$ cat src/hw/rtl/b64d_pkg.sv
// ----------------------------------------------------------------------------
// b64d_pkg
// Shared types, constants and helper functions of the base64 stream decoder.
// ----------------------------------------------------------------------------
package b64d_pkg;

    // Character codes used by the decoder.
    localparam logic [7:0] C_CHAR_PAD   = 8'h3D;
    localparam logic [7:0] C_CHAR_UP_A  = 8'h41;
    localparam logic [7:0] C_CHAR_UP_Z  = 8'h5A;
    localparam logic [7:0] C_CHAR_LO_A  = 8'h61;
    localparam logic [7:0] C_CHAR_LO_Z  = 8'h7A;
    localparam logic [7:0] C_CHAR_DIG_0 = 8'h30;
    localparam logic [7:0] C_CHAR_DIG_9 = 8'h39;
    localparam logic [7:0] C_CHAR_PLUS  = 8'h2B;
    localparam logic [7:0] C_CHAR_SLASH = 8'h2F;

    // Sextet offsets of the lower case and digit ranges.
    localparam logic [5:0] C_OFS_LOWER = 6'd26;
    localparam logic [5:0] C_OFS_DIGIT = 6'd52;
    localparam logic [5:0] C_SEXT_PLUS  = 6'd62;
    localparam logic [5:0] C_SEXT_SLASH = 6'd63;

    // Number of sextets in a complete group, minus one.
    localparam logic [1:0] C_LAST_SLOT = 2'd3;

    // One queue entry: up to three result beats that one character releases.
    typedef struct packed {
        logic [2:0][7:0] bytes;    // byte for beat k at bytes[k]
        logic [1:0]      num_m1;   // number of beats minus one
        logic            valid;    // 0 for a bare end marker
        logic            last;     // the final beat closes the string
    } t_grp;

    // Maps a character to its sextet. Bit 6 is set when the code is not
    // part of the alphabet.
    function automatic logic [6:0] f_map_char(input logic [7:0] c);
        logic [7:0] diff;
        logic [6:0] res;
        diff = 8'd0;
        res  = 7'h40;
        if (c >= C_CHAR_UP_A && c <= C_CHAR_UP_Z) begin
            diff = c - C_CHAR_UP_A;
            res  = {1'b0, diff[5:0]};
        end else if (c >= C_CHAR_LO_A && c <= C_CHAR_LO_Z) begin
            diff = c - C_CHAR_LO_A;
            res  = {1'b0, diff[5:0] + C_OFS_LOWER};
        end else if (c >= C_CHAR_DIG_0 && c <= C_CHAR_DIG_9) begin
            diff = c - C_CHAR_DIG_0;
            res  = {1'b0, diff[5:0] + C_OFS_DIGIT};
        end else if (c == C_CHAR_PLUS) begin
            res = {1'b0, C_SEXT_PLUS};
        end else if (c == C_CHAR_SLASH) begin
            res = {1'b0, C_SEXT_SLASH};
        end
        return res;
    endfunction

    // Packs four sextets into three bytes.
    function automatic logic [2:0][7:0] f_group(
        input logic [5:0] s0,
        input logic [5:0] s1,
        input logic [5:0] s2,
        input logic [5:0] s3
    );
        logic [2:0][7:0] b;
        b[0] = {s0, s1[5:4]};
        b[1] = {s1[3:0], s2[5:2]};
        b[2] = {s2[1:0], s3};
        return b;
    endfunction

endpackage

$ cat src/hw/rtl/b64d_front.sv
// ----------------------------------------------------------------------------
// b64d_front
// Accepts characters, collects sextets and turns each finished group or
// string end into one queue entry.
// ----------------------------------------------------------------------------
module b64d_front (
    input  logic          i_clk,
    input  logic          i_rst_n,
    input  logic          s_axis_tvalid,
    output logic          s_axis_tready,
    input  logic [7:0]    s_axis_tdata,   // [7:0] char_code
    input  logic          s_axis_tlast,   // end_of_string
    input  logic          i_full,
    output logic          o_push,
    output b64d_pkg::t_grp o_grp
);
    import b64d_pkg::*;

    logic [2:0][5:0] r_st;
    logic [2:0][5:0] n_st;
    logic [1:0]      r_cnt;
    logic [1:0]      n_cnt;
    logic            r_pad;
    logic            w_accept;
    logic [6:0]      w_map;
    logic            w_keep;
    logic            w_full_grp;
    logic [5:0]      w_tail_s2;
    logic [2:0][7:0] w_full_bytes;
    logic [2:0][7:0] w_tail_bytes;

    assign s_axis_tready = !i_full;
    assign w_accept      = s_axis_tvalid && s_axis_tready;

    // Classify the character.
    assign w_map      = f_map_char(s_axis_tdata);
    assign w_keep     = !r_pad && (s_axis_tdata != C_CHAR_PAD) && !w_map[6];
    assign w_full_grp = w_keep && (r_cnt == C_LAST_SLOT);

    // Sextet store and count after this character.
    always_comb begin
        n_st  = r_st;
        n_cnt = r_cnt;
        if (w_keep) begin
            case (r_cnt)
                2'd0: begin
                    n_st[0] = w_map[5:0];
                end
                2'd1: begin
                    n_st[1] = w_map[5:0];
                end
                2'd2: begin
                    n_st[2] = w_map[5:0];
                end
                default: begin
                    n_st = r_st;
                end
            endcase
            n_cnt = r_cnt + 2'd1;
        end
    end

    // Bytes of a complete group and of a partial group at string end.
    assign w_full_bytes = f_group(r_st[0], r_st[1], r_st[2], w_map[5:0]);
    assign w_tail_s2    = (n_cnt == C_LAST_SLOT) ? n_st[2] : 6'd0;
    assign w_tail_bytes = f_group(n_st[0], n_st[1], w_tail_s2, 6'd0);

    // Build the queue entry.
    always_comb begin
        o_grp = '0;
        if (w_full_grp) begin
            o_grp.bytes  = w_full_bytes;
            o_grp.num_m1 = 2'd2;
            o_grp.valid  = 1'b1;
            o_grp.last   = s_axis_tlast;
        end else if (n_cnt >= 2'd2) begin
            o_grp.bytes  = w_tail_bytes;
            o_grp.num_m1 = n_cnt - 2'd2;
            o_grp.valid  = 1'b1;
            o_grp.last   = 1'b1;
        end else begin
            o_grp.last   = 1'b1;
        end
    end

    assign o_push = w_accept && (w_full_grp || s_axis_tlast);

    // Group state; a string end returns everything to zero.
    always_ff @(posedge i_clk) begin
        if (!i_rst_n) begin
            r_st  <= '0;
            r_cnt <= '0;
            r_pad <= 1'b0;
        end else if (w_accept) begin
            if (s_axis_tlast) begin
                r_st  <= '0;
                r_cnt <= '0;
                r_pad <= 1'b0;
            end else begin
                r_st  <= n_st;
                r_cnt <= n_cnt;
                r_pad <= r_pad || (s_axis_tdata == C_CHAR_PAD);
            end
        end
    end

endmodule

$ cat src/hw/rtl/b64d_queue.sv
// ----------------------------------------------------------------------------
// b64d_queue
// Small first-in first-out queue of group entries between front and back.
// ----------------------------------------------------------------------------
module b64d_queue #(
    parameter int DEPTH = 4
) (
    input  logic           i_clk,
    input  logic           i_rst_n,
    input  logic           i_push,
    input  b64d_pkg::t_grp i_wr_grp,
    input  logic           i_pop,
    output b64d_pkg::t_grp o_rd_grp,
    output logic           o_full,
    output logic           o_empty
);
    import b64d_pkg::*;

    localparam int PW = (DEPTH > 1) ? $clog2(DEPTH) : 1;
    localparam int CW = $clog2(DEPTH + 1);
    localparam logic [PW-1:0] LAST_PTR = PW'(DEPTH - 1);
    localparam logic [CW-1:0] FULL_CNT = CW'(DEPTH);

    t_grp          r_mem [DEPTH];
    logic [PW-1:0] r_wr_ptr;
    logic [PW-1:0] r_rd_ptr;
    logic [CW-1:0] r_count;
    logic          w_wr;
    logic          w_rd;

    assign o_full   = (r_count == FULL_CNT);
    assign o_empty  = (r_count == '0);
    assign w_wr     = i_push && !o_full;
    assign w_rd     = i_pop && !o_empty;
    assign o_rd_grp = r_mem[r_rd_ptr];

    // Entry storage.
    always_ff @(posedge i_clk) begin
        if (w_wr) begin
            r_mem[r_wr_ptr] <= i_wr_grp;
        end
    end

    // Pointers and fill count.
    always_ff @(posedge i_clk) begin
        if (!i_rst_n) begin
            r_wr_ptr <= '0;
            r_rd_ptr <= '0;
            r_count  <= '0;
        end else begin
            if (w_wr) begin
                r_wr_ptr <= (r_wr_ptr == LAST_PTR) ? '0 : r_wr_ptr + 1'b1;
            end
            if (w_rd) begin
                r_rd_ptr <= (r_rd_ptr == LAST_PTR) ? '0 : r_rd_ptr + 1'b1;
            end
            if (w_wr && !w_rd) begin
                r_count <= r_count + 1'b1;
            end else if (w_rd && !w_wr) begin
                r_count <= r_count - 1'b1;
            end
        end
    end

endmodule

$ cat src/hw/rtl/b64d_back.sv
// ----------------------------------------------------------------------------
// b64d_back
// Takes group entries from the queue and sends their bytes one beat at a
// time through a registered output stage.
// ----------------------------------------------------------------------------
module b64d_back (
    input  logic           i_clk,
    input  logic           i_rst_n,
    input  b64d_pkg::t_grp i_grp,
    input  logic           i_empty,
    output logic           o_pop,
    output logic           m_axis_tvalid,
    input  logic           m_axis_tready,
    output logic [7:0]     m_axis_tdata,   // [7:0] data_byte
    output logic           m_axis_tuser,   // byte_valid
    output logic           m_axis_tlast    // last_of_string
);
    import b64d_pkg::*;

    t_grp       r_ent;
    logic       r_have;
    logic [1:0] r_idx;
    logic       r_ovalid;
    logic [7:0] r_odata;
    logic       r_ouser;
    logic       r_olast;
    logic       w_out_free;
    logic       w_emit;
    logic       w_last_one;
    logic [7:0] w_byte;

    assign w_out_free = !r_ovalid || m_axis_tready;
    assign w_emit     = r_have && w_out_free;
    assign w_last_one = (r_idx == r_ent.num_m1);
    assign o_pop      = !i_empty && (!r_have || (w_emit && w_last_one));

    // Byte of the current beat.
    always_comb begin
        case (r_idx)
            2'd0: begin
                w_byte = r_ent.bytes[0];
            end
            2'd1: begin
                w_byte = r_ent.bytes[1];
            end
            2'd2: begin
                w_byte = r_ent.bytes[2];
            end
            default: begin
                w_byte = 8'd0;
            end
        endcase
    end

    // Working entry control.
    always_ff @(posedge i_clk) begin
        if (!i_rst_n) begin
            r_have   <= 1'b0;
            r_idx    <= '0;
            r_ovalid <= 1'b0;
        end else begin
            if (o_pop) begin
                r_have <= 1'b1;
                r_idx  <= '0;
            end else if (w_emit && w_last_one) begin
                r_have <= 1'b0;
            end else if (w_emit) begin
                r_idx <= r_idx + 2'd1;
            end
            if (w_emit) begin
                r_ovalid <= 1'b1;
            end else if (m_axis_tready) begin
                r_ovalid <= 1'b0;
            end
        end
    end

    // Entry and output payload.
    always_ff @(posedge i_clk) begin
        if (o_pop) begin
            r_ent <= i_grp;
        end
        if (w_emit) begin
            r_odata <= w_byte;
            r_ouser <= r_ent.valid;
            r_olast <= r_ent.last && w_last_one;
        end
    end

    assign m_axis_tvalid = r_ovalid;
    assign m_axis_tdata  = r_odata;
    assign m_axis_tuser  = r_ouser;
    assign m_axis_tlast  = r_olast;

endmodule

$ cat src/hw/rtl/base64_stream_decoder_core.sv
// ----------------------------------------------------------------------------
// base64_stream_decoder_core
// Streaming base64 decoder: characters in, decoded bytes out.
// ----------------------------------------------------------------------------
// The block takes one character per beat and accepts a new one every cycle
// while its entry queue has room. Every fourth alphabet character releases
// three bytes; characters outside the alphabet are skipped, and the first '='
// ends decoding until the string's last character (tlast). On the last
// character a partial group of two or three sextets releases one or two
// bytes, and if nothing is left a single beat with tuser low marks the end.
// The output side sends one byte per cycle from a registered stage unless
// the output stalls, so the sustained rate is one character per cycle; a
// burst of string ends that outpaces the byte output is absorbed by the
// QUEUE_DEPTH-entry queue, and input ready drops only when it is full. A
// character's bytes pass the queue, entry register and output register.
// ----------------------------------------------------------------------------
module base64_stream_decoder_core #(
    parameter int QUEUE_DEPTH = 4
) (
    input  logic       i_clk,
    input  logic       i_rst_n,
    input  logic       s_axis_tvalid,
    output logic       s_axis_tready,
    input  logic [7:0] s_axis_tdata,   // [7:0] char_code
    input  logic       s_axis_tlast,   // end_of_string
    output logic       m_axis_tvalid,
    input  logic       m_axis_tready,
    output logic [7:0] m_axis_tdata,   // [7:0] data_byte
    output logic       m_axis_tuser,   // byte_valid
    output logic       m_axis_tlast    // last_of_string
);
    import b64d_pkg::*;

    t_grp w_wr_grp;
    t_grp w_rd_grp;
    logic w_push;
    logic w_pop;
    logic w_full;
    logic w_empty;

    // Front: classification and sextet collection.
    b64d_front u_front (
        .i_clk         (i_clk),
        .i_rst_n       (i_rst_n),
        .s_axis_tvalid (s_axis_tvalid),
        .s_axis_tready (s_axis_tready),
        .s_axis_tdata  (s_axis_tdata),
        .s_axis_tlast  (s_axis_tlast),
        .i_full        (w_full),
        .o_push        (w_push),
        .o_grp         (w_wr_grp)
    );

    // Entry queue between the two sides.
    b64d_queue #(
        .DEPTH (QUEUE_DEPTH)
    ) u_queue (
        .i_clk    (i_clk),
        .i_rst_n  (i_rst_n),
        .i_push   (w_push),
        .i_wr_grp (w_wr_grp),
        .i_pop    (w_pop),
        .o_rd_grp (w_rd_grp),
        .o_full   (w_full),
        .o_empty  (w_empty)
    );

    // Back: byte serializer and output register.
    b64d_back u_back (
        .i_clk         (i_clk),
        .i_rst_n       (i_rst_n),
        .i_grp         (w_rd_grp),
        .i_empty       (w_empty),
        .o_pop         (w_pop),
        .m_axis_tvalid (m_axis_tvalid),
        .m_axis_tready (m_axis_tready),
        .m_axis_tdata  (m_axis_tdata),
        .m_axis_tuser  (m_axis_tuser),
        .m_axis_tlast  (m_axis_tlast)
    );

    // No entry is pushed into a full queue.
    a_no_overflow : assert property (@(posedge i_clk) disable iff (!i_rst_n)
        w_push |-> !w_full)
        else $error("entry pushed into a full queue");

    // No entry is taken from an empty queue.
    a_no_underflow : assert property (@(posedge i_clk) disable iff (!i_rst_n)
        w_pop |-> !w_empty)
        else $error("entry popped from an empty queue");

    // A beat without a byte is always a bare end marker.
    a_marker_form : assert property (@(posedge i_clk) disable iff (!i_rst_n)
        (m_axis_tvalid && !m_axis_tuser) |-> (m_axis_tlast && (m_axis_tdata == 8'd0)))
        else $error("malformed end marker beat");

endmodule

$ cat config.mk
export PLATFORM = sky130hd
export DESIGN_NAME = base64_stream_decoder_core
export DESIGN_NICKNAME = d
export VERILOG_FILES = /design/src/hw/rtl/b64d_pkg.sv /design/src/hw/rtl/b64d_front.sv /design/src/hw/rtl/b64d_queue.sv /design/src/hw/rtl/b64d_back.sv /design/src/hw/rtl/base64_stream_decoder_core.sv
export SDC_FILE = /design/constraint.sdc
export NUM_CORES = 1
export LEC_CHECK = 0
export BUFFER_PORTS_ARGS = -buffer_cell sky130_fd_sc_hd__buf_2
export CAP_MARGIN = 20
export CELL_PAD_IN_SITES_DETAIL_PLACEMENT = 2
export CELL_PAD_IN_SITES_GLOBAL_PLACEMENT = 2
export CORE_MARGIN = 4
export CORE_UTILIZATION = 48
export CTS_BUF_LIST = sky130_fd_sc_hd__clkbuf_8
export CTS_CLUSTER_SIZE = 16
export DETAILED_ROUTE_END_ITERATION = 7
export GPL_TIMING_DRIVEN = 0
export PLACE_DENSITY = 0.92
export SETUP_SLACK_MARGIN = 0.1
export SYNTH_ARGS = -nofsm -noshare
export SYNTH_HDL_FRONTEND = slang
export SYNTH_SLANG_ARGS = --single-unit
export TNS_END_PERCENT = 50
$ cat constraint.sdc
create_clock -name i_clk -period 5.2 [get_ports i_clk]
set_input_delay 1.04 -clock i_clk [delete_from_list [all_inputs] [get_ports i_clk]]
set_output_delay 1.04 -clock i_clk [all_outputs]
set_load 0.01 [all_outputs]
==> results.py, run 1 <==
metrics = {
    "floorplan": {
        "fp.dieW_um": 136.2,
        "core_mm2": 0.01600,
        "ios": 25,
        "start_util": 0.4930,
        "dieHeight_um": 136.2,
        "placementRows": 46,
        "die-area_mm2": 0.01855,
    },
    "layout": {
        "postLayoutCoreUtil": 0.5500,
        "fin_area_mm2": 0.008800,
        "nets": 590,
        "stdcell_count": 782,
        "syn_to_final_growth_pct": 11.55,
        "diodes": 0,
        "drive_above_1_share": 0.2138,
    },
    "timing": {
        "max_freq_mhz": 223.8,
        "setup_ws_ns": 0.7325,
        "finalSetupViolations": 0,
        "rsz0062_at_grt": "false",
        "slew_headroom": 0.3322,
        "fin_skew_ns": 0.01778,
        "worstMarginPinSlew_ns": 0.9934,
        "period_needed_ns": 4.468,
        "holdWs_ns": 0.5006,
        "finalCritPeriodShare": 0.8591,
        "hold_viol_final": 0,
        "finalMaxSlewViolations": 0,
        "finalSetupTns_ns": 0,
    },
    "synthesis": {
        "synth.distinct_cells": 70,
        "synth_warnings": 0,
        "async_flop_share": 0,
        "synth_area_leaders": "edfxtp_1 57%, dfxtp_1 8.1%, mux4_2 8.0%",
        "synth-adder-area-share": 0.03902,
        "synth_seq_cells": 182,
        "post_synth_instance_area_mm2": 0.007889,
        "syn_area_per_cell_um2": 15.53,
        "yosys.area.top_type_share": 0.5710,
        "synth_enable_flop_cells": 150,
        "synth_top_area_cell": "edfxtp_1",
        "synth_xor_area_frac": 0.009992,
        "yosysSeqAreaShare": 0.6522,
        "synth_cells": 508,
        "synth_simple_gate_area_share": 0.07898,
        "synth_compound_area_frac": 0.1020,
        "yosys_most_used_dff": "edfxtp_1",
        "muxShareOfSynthArea": 0.08914,
        "synth_top_family_by_area": "compound AO/OA/AOI/OAI gates",
        "synth_nets": 545,
    },
    "place": {
        "gp_congestion": 0.9089,
        "placed_cell_area_mm2": 0.008305,
        "hpwlAfterDp_um": 16740,
        "pre_cts_slack_ns": 0.2796,
        "io_buffers": 23,
        "place_inst": 748,
    },
    "global_routing": {
        "overflow": 0,
        "grt_start_max_net_pins": 29,
        "grt_pass1_wl_um": 37490,
        "antenna_found_initial": 0,
        "grt_usage": 0.2877,
        "grt_pass1_vias": 5372,
    },
    "critical_path": {
        "cp.arrival_ns": 4.81,
        "worstPathRequired_ns": 5.54,
        "crit_path_max_fanout": 8,
        "rr_endpoint": "u_queue.r_count[2]",
        "r2r_setup_slack_ns": 2.03,
        "crit_path_start_kind": "primary input",
        "startpoint": "s_axis_tdata[2]",
        "r2r-start": "u_front.r_pad",
        "endpoint_kind": "flop",
        "reg2reg_depth": 9,
        "crit_end": "u_queue.r_count[2]",
        "crit_type": "primary input to flop",
    },
    "power_and_ir_drop": {
        "p_leak_nw": 2.972,
        "ir_drop_uv": 208.7,
        "fin_total_pwr_mw": 4.197,
        "powerDensity_mw_per_mm2": 477.0,
    },
    "clock_network": {
        "clockBufferDepth": 2,
        "cts_buffers": 17,
        "cts.clk_slew.worst_paths_ns": 0.10,
        "post_cts_buffers": 0,
        "clockRootBuffer": "clkbuf_8",
        "htree_num_levels": 4,
        "hold_buffers": 0,
        "cts_tree": "built",
        "cts_resized": 0,
        "clkLatencyLatePin_ns": 0.49,
        "cts.sinks": 182,
    },
    "detailed_routing": {
        "drtAntennaViolNets": 0,
        "drtIter0Drc": 503,
        "vias_per_cell": 6.354,
        "wl_um": 25510,
        "drt_first_pass_iters": 6,
        "detail_route.wl_per_cell_um": 32.62,
        "num_vias": 4969,
        "drc": 0,
    },
    "min_path": {
        "hold_start": "u_front.r_st[2]",
        "min_path_type": "flop to flop",
    },
    "outcome": {
        "outcome": "complete, no violations",
    },
    "run": {
        "cap_violations": 0,
    },
}
-- cells in the mapped netlist, types with 11 or more instances --
cell type,number
edfxtp_1,150
clkbuf_1,11
nor2_1,32
dfxtp_1,32
inv_1,21
o22ai_1,19
a21oi_1,13
mux4_2,28
a22o_1,19
o21ai_0,11
nand2_1,34
ha_1,23
-- per-layer routing --
metal | up-vias | share of wire | track usage | routed length, um
li1 | 2071 | - | - | -
met1 | 2640 | 0.41 | 0.3696 | 10490
met2 | 214 | 0.52 | 0.4992 | 13140
met3 | 44 | 0.049 | 0.05144 | 1238
met4 | 0 | 0.025 | 0.08791 | 636
met5 | - | 0 | 0 | 0
-- worst max-delay path, cell delays in order --
cell	delay (ns)
buf_2	0.13
buf_6	0.14
inv_1	0.15
ha_1	0.33
o21ai_1	0.19
o221a_1	0.35
o32ai_4	0.28
nand3_2	0.35
a21oi_4	0.38
ha_1	0.25
inv_1	0.08
fa_1	0.45
xor2_1	0.19
o21ai_0	0.34
a21oi_1	0.15
-- how the worst min path moves through the flow --
stage / endpoint / slack, ns / cells past startpoint
4_1_cts: u_front.r_st[2] / 0.49 / 2
2_1_floorplan: u_back.m_axis_tuser / 0.40 / 0
3_5_place_dp: u_front.r_st[11] / 0.48 / 2
5_1_grt: u_front.r_st[5] / 0.52 / 2
6_report: u_front.r_st[2] / 0.50 / 2
3_3_place_gp: u_back.m_axis_tuser / 0.42 / 0
-- registers in the layout, summed over array words and instances, names as in the netlist --
register and flops:
u_queue.r_count 3, u_front.r_pad 1, u_front.r_st 18, u_back.r_ent 28, u_back.r_have 1, u_queue.r_wr_ptr 2
u_queue.r_mem 112, u_queue.r_rd_ptr 2, u_back.m_axis_tuser 1, u_back.m_axis_tdata 8, u_back.m_axis_tlast 1, u_front.r_cnt 2
u_back.m_axis_tvalid 1, u_back.r_idx 2
-- cells by family after synthesis --
kind of cell / after synthesis
DFF: 182
and+or+nand+nor: 114
AOI/OAI and AO/OA: 100
buffers and inverters: 45
muxes: 34
adders and majority gates: 24
xor gates and xnor gates: 9
-- cell usage in the layout, fill, tap and decap left out, types with 13 or more instances in the layout --
cell type	n
a21oi_1	13
a22o_1	19
buf_2	24
clkbuf_8	19
dfxtp_1	32
edfxtp_1	150
ha_1	23
inv_1	22
mux4_2	28
nand2_1	34
nor2_1	32
o22ai_1	19
-- layout make-up --
| cell class | instances | area [um2] |
|---|---|---|
| fill | 1467 | 7201 |
| sequential | 182 | 5145 |
| multi-input combinational | 281 | 2521 |
| tap | 216 | 270.3 |
| clock buffer | 18 | 247.7 |
| clock inverter | 14 | 207.7 |
| timing repair buffer | 26 | 181.4 |
| buffer | 23 | 143.9 |
| inverter | 22 | 82.58 |
-- where the power goes --
part | switching [mW] | leakage (nW) | internal (mW)
logic | 0.632 | 1.08 | 0.410
clock network | 0.555 | 0.226 | 0.582
registers | 0.135 | 1.67 | 1.88
Note: power is estimated with default switching activity, not from simulation.
==> inputs of run 2 (changes only) <==
--- a/config.mk
+++ b/config.mk
@@ -10,12 +10,12 @@
 export CELL_PAD_IN_SITES_DETAIL_PLACEMENT = 2
 export CELL_PAD_IN_SITES_GLOBAL_PLACEMENT = 2
 export CORE_MARGIN = 4
-export CORE_UTILIZATION = 48
+export CORE_UTILIZATION = 30
 export CTS_BUF_LIST = sky130_fd_sc_hd__clkbuf_8
 export CTS_CLUSTER_SIZE = 16
 export DETAILED_ROUTE_END_ITERATION = 7
 export GPL_TIMING_DRIVEN = 0
-export PLACE_DENSITY = 0.92
+export PLACE_DENSITY = 0.66
 export SETUP_SLACK_MARGIN = 0.1
 export SYNTH_ARGS = -nofsm -noshare
 export SYNTH_HDL_FRONTEND = slang
==> results.py, run 2 (same netlist as run 1, synthesis figures left out) <==
metrics = {
    "detailed_routing": {
        "num_vias": 4501,
        "drtAntennaViolNets": 0,
        "dr_wl_met2_um": 10150,
        "routed.top_layer": "met4",
        "wl_um": 19010,
        "drt_first_pass_iters": 5,
        "vias_per_cell": 5.001,
        "wl_met1_um": 8251,
        "wl_met3_um": 439,
        "drc": 0,
        "detail_route.wl_per_cell_um": 21.13,
        "drtIter0Drc": 283,
    },
    "clock_network": {
        "hold_buffers": 0,
        "cts_resized": 0,
        "cts_buffers": 17,
        "clkLatencyLatePin_ns": 0.46,
        "htree_num_levels": 4,
        "clockRootBuffer": "clkbuf_8",
        "clockBufferDepth": 2,
        "post_cts_buffers": 0,
        "cts.sinks": 182,
        "cts.clk_slew.worst_paths_ns": 0.09,
        "cts_tree": "built",
    },
    "power_and_ir_drop": {
        "p_leak_nw": 2.948,
        "fin_total_pwr_mw": 3.910,
        "p_sw_frac": 0.2920,
        "power.switching_mw": 1.142,
        "intPower_mw": 2.768,
        "ir_drop_uv": 244.5,
        "powerDensity_mw_per_mm2": 440.8,
        "seqPwrFrac": 0.502,
        "clock_power_share": 0.253,
        "comb_power_share": 0.244,
    },
    "critical_path": {
        "slowest_delay_ns": 0.45,
        "crit_type": "primary input to flop",
        "cp.arrival_ns": 4.71,
        "reg2reg_depth": 9,
        "crit_path_max_fanout": 8,
        "r2r_setup_slack_ns": 2.28,
        "worstPathRequired_ns": 5.58,
        "r2r-start": "u_front.r_pad",
        "crit_end": "u_queue.r_count[2]",
        "startpoint": "s_axis_tdata[2]",
        "endpoint_kind": "flop",
        "rr_endpoint": "u_queue.r_count[2]",
        "path_cells": "buf_2 -> buf_6 -> inv_1 -> ha_1 -> o21ai_1 -> o221a_1 -> o32ai_4 -> nand3_2 -> a21oi_4 -> ha_1 -> inv_1 -> fa_1 -> xor2_1 -> or3_1 -> a21oi_1",
        "slowest_stage": "fa_1",
        "crit_path_start_kind": "primary input",
    },
    "outcome": {
        "outcome": "complete, no violations",
    },
    "place": {
        "hpwlAfterDp_um": 13700,
        "io_buffers": 23,
        "gp_congestion": 0.7670,
        "place_inst": 866,
    },
    "layout": {
        "syn_to_final_growth_pct": 12.43,
        "nets": 589,
        "stdcell_count": 900,
        "largest_registers": "u_queue.r_mem (112), u_back.r_ent (28), u_front.r_st (18)",
        "layout_commonest_cell": "edfxtp_1",
        "drive_above_1_share": 0.2142,
        "regMostFlops": "u_queue.r_mem",
        "largest_reg_flops": 112,
        "n_fill_cell": 2651,
        "final_cell_mix": "150 x edfxtp_1, 34 x nand2_1, 32 x nor2_1, 32 x dfxtp_1, 28 x mux4_2",
        "diodes": 0,
    },
    "global_routing": {
        "grt_pass1_wl_um": 29990,
        "antenna_found_initial": 0,
        "grt_usage": 0.1362,
        "grt_pass1_vias": 5077,
        "overflow": 0,
        "grt_start_max_net_pins": 29,
    },
    "run": {
        "cap_violations": 0,
    },
    "timing": {
        "max_freq_mhz": 231.0,
        "fin_skew_ns": 0.01270,
        "hold_viol_final": 0,
        "rsz0062_at_grt": "false",
        "finalSetupTns_ns": 0,
        "worstMarginPinSlew_ns": 0.9302,
        "finalMaxSlewViolations": 0,
        "period_needed_ns": 4.329,
        "finalCritPeriodShare": 0.8326,
        "slew_headroom": 0.3798,
        "finalSetupViolations": 0,
    },
    "floorplan": {
        "start_util": 0.3036,
        "core_mm2": 0.02598,
        "ios": 25,
        "die-area_mm2": 0.02895,
        "dieHeight_um": 170.2,
        "placementRows": 59,
        "fp.dieW_um": 170.2,
    },
    "min_path": {
        "min_path_type": "flop to flop",
    },
}
run 2: changes by cell type in the layout (fill, tap and decap cells not counted), sizes merged:
cell	change
bufinv	-2
inv	+2
buf	-1
clkinv	+1
clkinvlp	-1
run 2: through the flow:
step	util	hold slack, ns	cell area, um2	setup slack [ns]
detailed placement	0.3243	0.4125	8428	0.3509
global route	0.3413	0.4398	8870	0.6347
CTS	0.3400	0.4360	8835	0.8355
finish	0.3413	0.4334	8870	0.8705
floorplan	-	0.4003	7889	1.224
global placement	0.3242	0.4088	8423	0.2447
run 2: power groups by stage:
stage	combinational [mW]	sequential [mW]	clock, mW
floorplan	0.624	1.99	0
global placement	0.887	1.99	0
detailed placement	0.940	2.01	0
CTS	0.943	1.98	1.02
global route	1.05	1.98	1.08
finish	0.955	1.96	0.990
run 2: routing by layer:
layer,global-route usage,vias up
met4,0.03333,0
met2,0.2476,56
met1,0.1666,2358
met5,0,-
met3,0.02578,15
li1,-,2072
run 2: worst min-delay path by stage:
stage	start	to	cells past startpoint
after floorplan	u_back.r_ent[1]	u_back.m_axis_tuser	0
after global placement	u_back.r_ent[1]	u_back.m_axis_tuser	0
after detailed placement	u_back.r_ent[1]	u_back.m_axis_tuser	0
after CTS	u_back.r_ent[1]	u_back.m_axis_tuser	0
after global routing	u_back.r_ent[1]	u_back.m_axis_tuser	0
final	u_back.r_ent[1]	u_back.m_axis_tuser	0
run 2: cell type report:
type | count | area [um2] | area share
inverter | 22 | 82.58 | 0.009310
buffer | 23 | 143.9 | 0.01622
multi-input combinational | 281 | 2522 | 0.2844
clock inverter | 14 | 158.9 | 0.01792
timing repair buffer | 25 | 150.1 | 0.01693
sequential | 182 | 5145 | 0.5801
clock buffer | 18 | 247.7 | 0.02793
tap | 335 | 419.2 | 0.04726
run 2: worst max-delay path: cells and delay by family:
kind | cells | cell delay (ns)
adders and majority gates | 3 | 1.02
and+or+nand+nor | 2 | 0.66
AOI/OAI and AO/OA | 5 | 1.31
xor gates and xnor gates | 1 | 0.17
buffers and inverters | 4 | 0.51
==> inputs of run 3 (changes only) <==
--- a/config.mk
+++ b/config.mk
@@ -15,7 +15,7 @@
 export CTS_CLUSTER_SIZE = 16
 export DETAILED_ROUTE_END_ITERATION = 7
 export GPL_TIMING_DRIVEN = 0
-export PLACE_DENSITY = 0.66
+export PLACE_DENSITY = 0.68
 export SETUP_SLACK_MARGIN = 0.1
 export SYNTH_ARGS = -nofsm -noshare
 export SYNTH_HDL_FRONTEND = slang
==> constraint.sdc (replaced) <==
create_clock -name i_clk -period 3.7 [get_ports i_clk]
set_input_delay 0.74 -clock i_clk [delete_from_list [all_inputs] [get_ports i_clk]]
set_output_delay 0.74 -clock i_clk [all_outputs]
set_load 0.01 [all_outputs]
==> results.py, run 3 (same netlist as run 1, synthesis figures left out) <==
metrics = {
    "timing": {
        "setup_ws_ns": 0.2631,
        "slew_headroom": 0.3977,
        "rsz0062_at_grt": "false",
        "period_needed_ns": 3.437,
        "hold_viol_final": 0,
        "finalSetupViolations": 0,
        "worstMarginPinSlew_ns": 0.9034,
        "max_freq_mhz": 291.0,
        "fin_skew_ns": 0.01446,
        "finalCritPeriodShare": 0.9289,
        "finalMaxSlewViolations": 0,
    },
    "global_routing": {
        "grt_pass1_wl_um": 31020,
        "grt_start_max_net_pins": 29,
        "grt_pass1_vias": 5116,
        "antenna_found_initial": 0,
        "overflow": 0,
        "grt_usage": 0.1414,
    },
    "clock_network": {
        "hold_buffers": 0,
        "clockBufferDepth": 2,
        "cts.clk_slew.worst_paths_ns": 0.11,
        "cts_buffers": 17,
        "cts_tree": "built",
        "clockRootBuffer": "clkbuf_8",
        "htree_num_levels": 4,
        "clkLatencyLatePin_ns": 0.47,
        "cts.sinks": 182,
    },
    "power_and_ir_drop": {
        "power.switching_mw": 1.703,
        "clock_power_share": 0.267,
        "p_sw_frac": 0.3031,
        "ir_drop_uv": 342.1,
        "powerDensity_mw_per_mm2": 627.5,
        "fin_total_pwr_mw": 5.617,
        "seqPwrFrac": 0.493,
        "p_leak_nw": 2.970,
        "comb_power_share": 0.241,
        "intPower_mw": 3.914,
    },
    "critical_path": {
        "critPathTopFamily": "compound AO/OA/AOI/OAI gates",
        "crit_path_start_kind": "primary input",
        "slowest_delay_ns": 0.43,
        "slowest_stage": "fa_1",
        "path_cells": "buf_2 -> inv_1 -> ha_1 -> nor2b_1 -> o211a_1 -> o32ai_4 -> nand3_4 -> a21oi_4 -> ha_1 -> inv_1 -> fa_1 -> xor2_1 -> or3_1 -> a21oi_1",
        "worst-path-buf-inv": 3,
        "worstPathRequired_ns": 4.08,
        "endpoint_kind": "flop",
        "crit_type": "primary input to flop",
        "cp.arrival_ns": 3.82,
        "crit_path_max_fanout": 9,
    },
    "layout": {
        "diodes": 0,
        "layout_commonest_cell": "edfxtp_1",
        "syn_to_final_growth_pct": 13.47,
        "postLayoutCoreUtil": 0.3445,
        "drive_above_1_share": 0.2254,
        "final_cell_mix": "150 x edfxtp_1, 34 x nand2_1, 32 x nor2_1, 32 x dfxtp_1, 28 x mux4_2",
        "largest_registers": "u_queue.r_mem (112), u_back.r_ent (28), u_front.r_st (18)",
        "n_fill_cell": 2664,
        "regMostFlops": "u_queue.r_mem",
        "nets": 592,
        "largest_reg_flops": 112,
        "stdcell_count": 903,
    },
    "detailed_routing": {
        "drt_first_pass_iters": 4,
        "wl_met1_um": 8503,
        "drtAntennaViolNets": 0,
        "wl_um": 19880,
        "drtIter0Drc": 203,
        "vias_per_cell": 5.024,
        "routed.top_layer": "met4",
        "drc": 0,
        "wl_met3_um": 487,
        "num_vias": 4537,
        "detail_route.wl_per_cell_um": 22.01,
        "dr_wl_met2_um": 10720,
    },
    "place": {
        "io_buffers": 23,
        "pre_cts_slack_ns": -0.6545,
        "place_inst": 866,
        "hpwlAfterDp_um": 14250,
        "gp_congestion": 0.7718,
    },
    "floorplan": {
        "placementRows": 59,
        "start_util": 0.3036,
        "fp.dieW_um": 170.2,
        "dieHeight_um": 170.2,
        "core_mm2": 0.02598,
        "ios": 25,
        "die-area_mm2": 0.02895,
    },
    "min_path": {
        "min_path_type": "flop to flop",
    },
    "outcome": {
        "outcome": "complete, no violations",
    },
    "run": {
        "cap_violations": 0,
    },
}
-- run 3: changes by cell type in the layout (fill, tap and decap cells not counted), sizes merged --
| cell | before | now |
|---|---|---|
| clkinv | 6 | 3 |
| buf | 35 | 38 |
| clkbuf | 31 | 30 |
| inv | 26 | 30 |
-- run 3: stage by stage --
stage / cell area [um2] / hold slack (ns) / TNS, ns
3_3_place_gp: 8431 / 0.4044 / -92.11
5_1_grt: 8951 / 0.4542 / 0
2_1_floorplan: 7896 / 0.4003 / 0
4_1_cts: 8899 / 0.4389 / 0
6_report: 8951 / 0.4357 / 0
3_5_place_dp: 8436 / 0.4128 / -42.48
-- run 3: final timing paths --
kind / endpoint / cells past startpoint / slack [ns] / start
setup / recovery: u_queue.r_count[2] / 14 / 0.26 / s_axis_tdata[0]
hold / removal: u_back.m_axis_tuser / 0 / 0.44 / u_back.r_ent[1]
hold reg to reg: u_back.m_axis_tuser / 0 / 0.44 / u_back.r_ent[1]
setup reg to reg: u_queue.r_count[2] / 11 / 1.04 / u_back.r_ent[2]
-- run 3: power by group through the flow --
stage          combinational [mW]  sequential, mW  clock, mW
2_1_floorplan               0.878            2.80          0
3_3_place_gp                 1.24            2.79          0
3_5_place_dp                 1.32            2.83          0
4_1_cts                      1.33            2.79       1.53
5_1_grt                      1.48            2.80       1.61
6_report                     1.35            2.77       1.50
-- run 3: area by class of cell --
| type | instances | area, um2 | share of cell area |
|---|---|---|---|
| inverters | 22 | 82.58 | 0.009226 |
| repair buffers | 28 | 172.7 | 0.01929 |
| clock buffers | 17 | 234.0 | 0.02614 |
| plain buffers | 23 | 143.9 | 0.01607 |
| flip-flops and latches | 182 | 5145 | 0.5748 |
| clock inverters | 15 | 211.5 | 0.02362 |
| multi-input cells | 281 | 2542 | 0.2840 |
| well taps | 335 | 419.2 | 0.04683 |
-- run 3: timing repair --
| item | CTS | global route |
|---|---|---|
| setup endpoints to repair | 1 | 1 |
| setup buffers | 2 | 1 |
| gates resized for setup | 1 | 1 |
| pin swaps | 2 | 1 |
-- run 3: per-layer routing --
| layer | vias up | GRT usage |
|---|---|---|
| li1 | 2076 | - |
| met1 | 2378 | 0.1710 |
| met2 | 67 | 0.2632 |
| met3 | 16 | 0.02346 |
| met4 | 0 | 0.03194 |
| met5 | - | 0 |
